File: src/nzmms_pkg.sv
`timescale 1ns / 1ps
`default_nettype none

package nzmms_pkg;

  localparam int SAMPLE_BITS = 16;
  localparam int PIXEL_BITS = 8;
  localparam int OUT_MAX = 255;
  localparam int PROD_BITS = SAMPLE_BITS + PIXEL_BITS;
  localparam int STEP_CNT_BITS = $clog2(PIXEL_BITS + 1);

  localparam logic [1:0] MODE_CLEAR = 2'd0;
  localparam logic [1:0] MODE_MEASURE = 2'd1;
  localparam logic [1:0] MODE_SCALE = 2'd2;

  typedef struct packed {
    logic [1:0]             mode;
    logic [SAMPLE_BITS-1:0] sample;
  } in_item_t;

  typedef struct packed {
    logic [PIXEL_BITS-1:0] pixel;
    logic                  range_valid;
  } out_item_t;

  typedef struct packed {
    logic clear;
    logic measure;
  } stats_cmd_t;

  typedef struct packed {
    logic [SAMPLE_BITS-1:0] low_mark;
    logic [SAMPLE_BITS-1:0] high_mark;
    logic                   seen_any;
    logic                   range_ok;
  } stats_t;

  typedef struct packed {
    logic                  done;
    logic [PIXEL_BITS-1:0] quotient;
  } div_sts_t;

endpackage

`default_nettype wire

File: src/nzmms_stats.sv
`timescale 1ns / 1ps
`default_nettype none

module nzmms_stats (
  input  wire logic                                clk,
  input  wire logic                                rst_n,
  input  wire nzmms_pkg::stats_cmd_t               cmd,
  input  wire logic [nzmms_pkg::SAMPLE_BITS-1:0]   sample,
  output nzmms_pkg::stats_t                        stats
);

  logic [nzmms_pkg::SAMPLE_BITS-1:0] low_r, low_nxt;
  logic [nzmms_pkg::SAMPLE_BITS-1:0] high_r, high_nxt;
  logic                              seen_r, seen_nxt;

  always_comb begin
    low_nxt  = low_r;
    high_nxt = high_r;
    seen_nxt = seen_r;
    if (cmd.clear) begin
      low_nxt  = '1;
      high_nxt = '0;
      seen_nxt = 1'b0;
    end else if (cmd.measure && (sample != '0)) begin
      if (sample < low_r) begin
        low_nxt = sample;
      end
      if (sample > high_r) begin
        high_nxt = sample;
      end
      seen_nxt = 1'b1;
    end
  end

  always_ff @(posedge clk) begin
    if (!rst_n) begin
      low_r  <= '1;
      high_r <= '0;
      seen_r <= 1'b0;
    end else begin
      low_r  <= low_nxt;
      high_r <= high_nxt;
      seen_r <= seen_nxt;
    end
  end

  assign stats.low_mark  = low_r;
  assign stats.high_mark = high_r;
  assign stats.seen_any  = seen_r;
  assign stats.range_ok  = seen_r && (high_r > low_r);

endmodule

`default_nettype wire

File: src/nzmms_div.sv
`timescale 1ns / 1ps
`default_nettype none

module nzmms_div (
  input  wire logic                                clk,
  input  wire logic                                rst_n,
  input  wire logic                                start,
  input  wire logic [nzmms_pkg::PROD_BITS-1:0]     num,
  input  wire logic [nzmms_pkg::SAMPLE_BITS-1:0]   den,
  output nzmms_pkg::div_sts_t                      sts
);

  localparam int SB = nzmms_pkg::SAMPLE_BITS;
  localparam int PB = nzmms_pkg::PIXEL_BITS;
  localparam int CB = nzmms_pkg::STEP_CNT_BITS;

  logic [CB-1:0] cnt_r, cnt_nxt;
  logic          done_r, done_nxt;
  logic [SB-1:0] rem_r, rem_nxt;
  logic [PB-1:0] quo_r, quo_nxt;
  logic [SB-1:0] den_r, den_nxt;
  logic [SB:0]   trial;
  logic [SB:0]   trial_sub;
  logic          ge;

  assign trial     = {rem_r, quo_r[PB-1]};
  assign ge        = trial >= {1'b0, den_r};
  assign trial_sub = trial - {1'b0, den_r};

  always_comb begin
    cnt_nxt  = cnt_r;
    done_nxt = 1'b0;
    rem_nxt  = rem_r;
    quo_nxt  = quo_r;
    den_nxt  = den_r;
    if (start) begin
      rem_nxt = num[nzmms_pkg::PROD_BITS-1:PB];
      quo_nxt = num[PB-1:0];
      den_nxt = den;
      cnt_nxt = CB'(PB);
    end else if (cnt_r != '0) begin
      rem_nxt  = ge ? trial_sub[SB-1:0] : trial[SB-1:0];
      quo_nxt  = {quo_r[PB-2:0], ge};
      cnt_nxt  = cnt_r - 1'b1;
      done_nxt = (cnt_r == CB'(1));
    end
  end

  always_ff @(posedge clk) begin
    if (!rst_n) begin
      cnt_r  <= '0;
      done_r <= 1'b0;
    end else begin
      cnt_r  <= cnt_nxt;
      done_r <= done_nxt;
    end
  end

  always_ff @(posedge clk) begin
    rem_r <= rem_nxt;
    quo_r <= quo_nxt;
    den_r <= den_nxt;
  end

  assign sts.done     = done_r;
  assign sts.quotient = quo_r;

endmodule

`default_nettype wire

File: src/nonzero_minmax_stretch_to_byte_unit.sv
`timescale 1ns / 1ps
`default_nettype none
// Clear and measure transfers are taken one per cycle and give no result.
// A scale transfer that needs the divider runs PREP, MUL, DIV (the 8-step restoring
// divider) and DONE; other scale transfers go from PREP straight to DONE.
// The input stalls while a scale item is in work; one item is in work at a time.
// Synchronous active-low reset empties the statistics and the output register.

module nonzero_minmax_stretch_to_byte_unit (
  input  wire logic                 clk,
  input  wire logic                 rst_n,
  input  wire logic                 in_valid,
  output logic                      in_stall,
  input  wire nzmms_pkg::in_item_t  in_payload,
  output logic                      out_valid,
  input  wire logic                 out_stall,
  output nzmms_pkg::out_item_t      out_payload
);

  localparam int SB = nzmms_pkg::SAMPLE_BITS;
  localparam int PB = nzmms_pkg::PIXEL_BITS;
  localparam int RB = nzmms_pkg::PROD_BITS;

  localparam logic [2:0] ST_IDLE = 3'd0;
  localparam logic [2:0] ST_PREP = 3'd1;
  localparam logic [2:0] ST_MUL  = 3'd2;
  localparam logic [2:0] ST_DIV  = 3'd3;
  localparam logic [2:0] ST_DONE = 3'd4;

  logic [2:0]    state_r, state_nxt;
  logic [SB-1:0] v_r, v_nxt;
  logic          valid_r, valid_nxt;
  logic [SB-1:0] diff_r, diff_nxt;
  logic [SB-1:0] den_r, den_nxt;
  logic [PB-1:0] pix_r, pix_nxt;
  logic          out_valid_r, out_valid_nxt;
  nzmms_pkg::out_item_t out_item_r, out_item_nxt;

  logic                  in_xfer;
  nzmms_pkg::stats_cmd_t stats_cmd;
  nzmms_pkg::stats_t     stats;
  nzmms_pkg::div_sts_t   div_sts;
  logic                  div_start;
  logic [RB-1:0]         div_num;
  logic                  out_free;

  assign in_stall = (state_r != ST_IDLE);
  assign in_xfer  = in_valid && !in_stall;
  assign out_free = !out_valid_r || !out_stall;

  assign stats_cmd.clear   = in_xfer && (in_payload.mode == nzmms_pkg::MODE_CLEAR);
  assign stats_cmd.measure = in_xfer && (in_payload.mode == nzmms_pkg::MODE_MEASURE);

  nzmms_stats u_stats (
    .clk    (clk),
    .rst_n  (rst_n),
    .cmd    (stats_cmd),
    .sample (in_payload.sample),
    .stats  (stats)
  );

  assign div_start = (state_r == ST_MUL);
  assign div_num   = RB'(diff_r) * RB'(nzmms_pkg::OUT_MAX);

  nzmms_div u_div (
    .clk   (clk),
    .rst_n (rst_n),
    .start (div_start),
    .num   (div_num),
    .den   (den_r),
    .sts   (div_sts)
  );

  always_comb begin
    state_nxt     = state_r;
    v_nxt         = v_r;
    valid_nxt     = valid_r;
    diff_nxt      = diff_r;
    den_nxt       = den_r;
    pix_nxt       = pix_r;
    out_valid_nxt = out_valid_r && out_stall;
    out_item_nxt  = out_item_r;
    case (state_r)
      ST_IDLE: begin
        if (in_xfer && (in_payload.mode == nzmms_pkg::MODE_SCALE)) begin
          v_nxt     = in_payload.sample;
          valid_nxt = stats.range_ok;
          state_nxt = ST_PREP;
        end
      end
      ST_PREP: begin
        diff_nxt = v_r - stats.low_mark;
        den_nxt  = stats.high_mark - stats.low_mark;
        if ((v_r == '0) || !valid_r || (v_r <= stats.low_mark)) begin
          pix_nxt   = '0;
          state_nxt = ST_DONE;
        end else if (v_r >= stats.high_mark) begin
          pix_nxt   = PB'(nzmms_pkg::OUT_MAX);
          state_nxt = ST_DONE;
        end else begin
          state_nxt = ST_MUL;
        end
      end
      ST_MUL: begin
        state_nxt = ST_DIV;
      end
      ST_DIV: begin
        if (div_sts.done) begin
          pix_nxt   = div_sts.quotient;
          state_nxt = ST_DONE;
        end
      end
      ST_DONE: begin
        if (out_free) begin
          out_valid_nxt            = 1'b1;
          out_item_nxt.pixel       = pix_r;
          out_item_nxt.range_valid = valid_r;
          state_nxt                = ST_IDLE;
        end
      end
      default: begin
        state_nxt = ST_IDLE;
      end
    endcase
  end

  always_ff @(posedge clk) begin
    if (!rst_n) begin
      state_r     <= ST_IDLE;
      out_valid_r <= 1'b0;
    end else begin
      state_r     <= state_nxt;
      out_valid_r <= out_valid_nxt;
    end
  end

  always_ff @(posedge clk) begin
    v_r        <= v_nxt;
    valid_r    <= valid_nxt;
    diff_r     <= diff_nxt;
    den_r      <= den_nxt;
    pix_r      <= pix_nxt;
    out_item_r <= out_item_nxt;
  end

  assign out_valid   = out_valid_r;
  assign out_payload = out_item_r;

endmodule

`default_nettype wire

File: config.mk
export PLATFORM = sky130hd
export DESIGN_NAME = nonzero_minmax_stretch_to_byte_unit
export DESIGN_NICKNAME = d
export VERILOG_FILES = /design/src/nzmms_pkg.sv /design/src/nzmms_stats.sv /design/src/nzmms_div.sv /design/src/nonzero_minmax_stretch_to_byte_unit.sv
export SDC_FILE = /design/constraint.sdc
export NUM_CORES = 1
export LEC_CHECK = 0
export BUFFER_PORTS_ARGS = -buffer_cell sky130_fd_sc_hd__buf_2
export CAP_MARGIN = 0
export CORE_MARGIN = 2
export CORE_UTILIZATION = 56
export CTS_BUF_LIST = sky130_fd_sc_hd__clkbuf_16
export DETAILED_ROUTE_END_ITERATION = 6
export GPL_TIMING_DRIVEN = 0
export PLACE_DENSITY = 0.76
export SETUP_SLACK_MARGIN = 0.4
export SLEW_MARGIN = 20
export SYNTH_ARGS = -nofsm -noshare
export SYNTH_HDL_FRONTEND = slang
export SYNTH_HIERARCHICAL = 1
export SYNTH_SLANG_ARGS = --single-unit
File: constraint.sdc
create_clock -name clk -period 4.56 [get_ports clk]
set_input_delay 0.228 -clock clk [delete_from_list [all_inputs] [get_ports clk]]
set_output_delay 0.228 -clock clk [all_outputs]
set_load 0.03 [all_outputs]
**Word-level counts from Yosys, hierarchy flattened**

Cells that the tools add are included.
Widths: inputs -> output; s select.

- Flip-flop bits (word level): 148
- Output and inout port bits: 11
- Word-level logic and storage cells: 92

- $add $sub $neg: 4
- Multiply operators: 1
- Order comparisons: 6
- Equality and inequality tests: 11
- Muxes and demuxes: 19
- Bitwise logic cells: 2
- Reduce and logical (&&, ||, !) cells: 31

Operator list:

| operator | number |
|---|---|
| $mux 16 | 3 |
| $sub 16x16->16 | 3 |
| $mux 8 | 5 |
| $gt 16x16->1 | 2 |
| $mul 16x8->24 const B | 1 |
| $ge 17x16->1 | 1 |
| $ge 16x16->1 | 1 |
| $le 16x16->1 | 1 |
| $logic_not 16->1 | 1 |
| $lt 16x16->1 | 1 |
| $pmux 8 s2 | 1 |
| $reduce_bool 16->1 | 1 |
| $mux 3 | 5 |
| $pmux 3 s5 | 1 |
| $mux 4 | 2 |
| $reduce_and 2->1 | 4 |
| $logic_and 1x1->1 | 7 |
| $eq 3x2->1 const B | 2 |
| $reduce_and 3->1 | 2 |
| $eq 4x1->1 const B | 1 |
| $logic_not 1->1 | 4 |
| $ne 2x2->1 const B | 2 |
| $reduce_bool 2->1 | 2 |
| $reduce_bool 4->1 | 1 |
| 15 further kinds | 20 |

**Depth between registers and ports, before layout**

- Word-level depth: 6
- Mapped depth: 19
- Gate-level depth less buffers: 19

**By module**

The synthesis kept the hierarchy.

Modules (own cells, without submodules):

| module | times used | cells an instance | area an instance (µm²) | sequential area each (µm²) |
|---|---|---|---|---|
| nonzero_minmax_stretch_to_byte_unit | 1 | 743 | 7492.2 | 2062.0 |
| nzmms_div | 1 | 263 | 2796.4 | 1301.2 |
| nzmms_stats | 1 | 271 | 2321.0 | 660.6 |

**Worst setup path after synthesis**

No wires, ideal clock.

- Path type: flip-flop to flip-flop
- Start: register diff_r[6]
- End: register u_div.rem_r[14], data pin
- Setup time: 0.261 ns
- Arrival time: 4.748 ns
- Required time: 4.299 ns
- Path slack: -0.449 ns
- Cell stages (with the launch flop): 18
- Buffers on the path: 0
- Path through: edfxtp_1 > inv_1 > fa_1 > fa_1 > inv_1 > fa_1 > inv_1 > fa_1 > inv_1 > ha_1 > or3_1 > a31oi_1 > a31oi_1 > a31oi_2 > o21ai_1 > a311oi_2 > xnor2_1 > a221o_1

- Word-level cells in the longest chain between the ends: 2

Ends and longest elaborated chain:

| item | line | text |
|---|---|---|
| start, declared | nonzero_minmax_stretch_to_byte_unit.sv:33 | `logic [SB-1:0] diff_r, diff_nxt;` |
| start signal, assigned | nonzero_minmax_stretch_to_byte_unit.sv:140 | `diff_r <= diff_nxt;` |
| $mul 16x8->24 | nonzero_minmax_stretch_to_byte_unit.sv:63 | `assign div_num = RB'(diff_r) * RB'(nzmms_pkg::OUT_MAX);` |
| named net div_num[22] | nonzero_minmax_stretch_to_byte_unit.sv:44 | `logic [RB-1:0] div_num;` |
| $mux 16 | nzmms_div.sv:36 | `if (start) begin` |
| named net u_div.rem_nxt[14] | nzmms_div.sv:19 | `logic [SB-1:0] rem_r, rem_nxt;` |
| end signal, assigned | nzmms_div.sv:60 | `rem_r <= rem_nxt;` |
| end, declared | nzmms_div.sv:19 |  |

The timed path passes the listed nets, and every way through them passes these cells.
A chain may end at the register's enable or synchronous reset.

**Final worst setup path**

- Start: register diff_r[3]
- End: register u_div.rem_r[14], data pin

The elaborated chain is that of the path after synthesis.

==> results.json <==
{
  "outcome": "finished with violations",
  "violations": "negative setup slack",
  "gp_congestion": 0.874,
  "wirelength_um": 30600,
  "worstPathRequired_ns": 4.74,
  "yosysWarnings": 6,
  "drtPass1Iterations": 6,
  "finalClockSkew_ns": 0.0121,
  "cp_cell_sequence": "fa_1, inv_1, fa_1, inv_1, fa_1, inv_2, fa_1, inv_2, ha_4, or3_4, a31oi_4, a31oi_4, a31oi_4, o21ai_2, a311oi_2, xnor2_1, a221o_1",
  "antenna_cells": 0,
  "critPathKind": "flop to flop",
  "cts-htree-levels": 4,
  "core_area_sq_um": 22000,
  "timing.fmax_ghz": 0.207,
  "dpl.cell_count": 1591,
  "pwr_density_cell_nw_per_um2": 437,
  "end_kind": "flop",
  "fin_ws_ns": -0.268,
  "gr-usage-met3": 0.0344,
  "rows": 54,
  "cts.sinks": 148,
  "grt_max_degree": 30,
  "multiInputGateArea_sq_um": 7950,
  "hold_path.class": "input port to flop",
  "max_slew_margin": 0.284,
  "critPathArrivalTime_ns": 5.01,
  "final.fill_count": 1618,
  "gr-usage-met2": 0.470,
  "worst_path_max_delay_cell": "fa_1",
  "final_layout_size_suffix_gt1_frac": 0.171,
  "synth_area_sq_um": 12600,
  "rsz0062_at_grt": "yes",
  "grt_pass1_vias": 9790,
  "syn_to_final_growth_pct": 15.4,
  "wl_per_cell_um": 18.4,
  "tightestPinTransition_ns": 1.07,
  "worst_setup_path_start_kind": "flop",
  "synth_nets": 1527,
  "fin_setup_tns_ns": -1.45,
  "maxCapViolCount": 0,
  "peakVddDrop_v": 0.000228,
  "placed_area_sq_um": 13200,
  "die_w_um": 154,
  "ant_nets": 0,
  "seqCellArea_sq_um": 4020,
  "crit_top_cell": "fa_1",
  "grtUsageTotal": 0.263,
  "initialDrtViolationCount": 578,
  "synthCells": 1276,
  "setup_violations": 8,
  "grt_pass1_wl_um": 49100,
  "fin_crit_sh": 1.06,
  "num_io_pins": 33,
  "fin_area_sq_um": 14500,
  "nets": 1625,
  "slowest_delay_ns": 0.60,
  "clk_latency_ns": 0.43,
  "io_buffers": 32,
  "cts_buffers": 17,
  "clkTransAtPathRegs_ns": 0.07,
  "busiest_layer": "met2",
  "critical_path_peak_fanout": 4,
  "die_area_sq_um": 23700,
  "fin_hold_ws_ns": 0.0648,
  "cts_max_path_buffers": 2,
  "initial_core_util": 0.574,
  "avgViaCountPerCell": 5.86,
  "p_leak_nw": 6.70,
  "power_w": 0.00635,
  "hpwl_um": 23100,
  "hold_violations": 0,
  "report.final.slew_viol_count": 0,
  "cts_tree": "built",
  "vias": 9773,
  "avgSynthCellArea_sq_um": 9.88,
  "clockRootBuffer": "clkbuf_16",
  "layout.cells.non_filler": 1667,
  "grt_overflow_total": 0,
  "use_met1": 0.325,
  "antenna_found_initial": 0,
  "die_h_um": 154,
  "drc": 0,
  "fin_crit_ns": 4.83
}
-- power breakdown --
part	internal [W]	total [W]	switching (W)
registers	0.00171	0.00184	0.000122
clock network	0.000832	0.00146	0.000624
logic	0.00143	0.00306	0.00163
-- cell usage in the layout (no fill, tap or decap), types with 12 or more instances in the layout --
cell,count
inv_1,208
ha_1,143
edfxtp_1,106
fa_1,66
a21oi_1,63
nor2_1,62
dfxtp_1,42
buf_4,41
buf_2,40
nand2_1,37
nand3_1,35
a21o_1,34
xnor2_1,31
nor3_1,31
o21ai_0,28
o31ai_1,23
a31oi_1,22
nand4_1,21
xor2_1,20
inv_2,19
nor2b_1,17
clkbuf_16,17
clkbuf_1,15
o21a_1,13
nand2b_1,12
buf_6,12
-- metrics by stage --
step,setup slack [ns],utilization
after floorplan,-0.0609,-
after global placement,-1.42,0.600
after detailed placement,-0.366,0.603
after CTS,-0.284,0.653
after global routing,-0.448,0.662
final,-0.268,0.662
-- routing by layer --
metal,vias to the layer above,routed length [um]
met1,4776,12800
met2,239,15800
met4,0,947
li1,4702,-
met5,-,0
met3,56,1060
-- path summary, 6_finish.rpt --
kind         slack [ns]           start               to  depth (start not counted)
max               -0.27       diff_r[3]  u_div/rem_r[14]                         17
min                0.06  in_payload[11]          v_r[11]                          1
max reg2reg       -0.27       diff_r[3]  u_div/rem_r[14]                         17
min reg2reg        0.42        den_r[3]   u_div/den_r[3]                          0
-- state kept, by name (all words and copies together), names as in the netlist, 3 cells and up --
name and count:
den_r 16, diff_r 16, out_payload 9, pix_r 8, state_r 3, u_div/cnt_r 4
u_div/den_r 16, u_div/quo_r 8, u_div/rem_r 16, u_stats/high_r 16, u_stats/low_r 16, v_r 16
-- critical path, delay by kind of cell (launching register included) --
kind	cells	cell delay, ns
adder cells (fa/ha/maj)	5	2.32
flip-flops	1	0.48
buffers and inverters	4	0.21
XOR/XNOR	1	0.11
AO/OA/AOI/OAI	6	1.11
AND/OR/NAND/NOR	1	0.34
-- what timing repair did --
item                                    CTS  global route
endpoints found under the setup margin   14            15
pin swaps                                52            42
gates resized for setup                  49            25
setup buffers                            33            11
hold buffers                              0             0
hold endpoints to repair                  0             0
-- area by class of cell --
class	instances	share of cell area
well taps	280	0.0241
clock buffers	17	0.0293
plain buffers	33	0.0124
multi-input cells	864	0.547
clock inverters	15	0.0132
repair buffers	79	0.0379
flip-flops and latches	148	0.277
inverters	231	0.0600
Power figures use the tool's default switching activity.
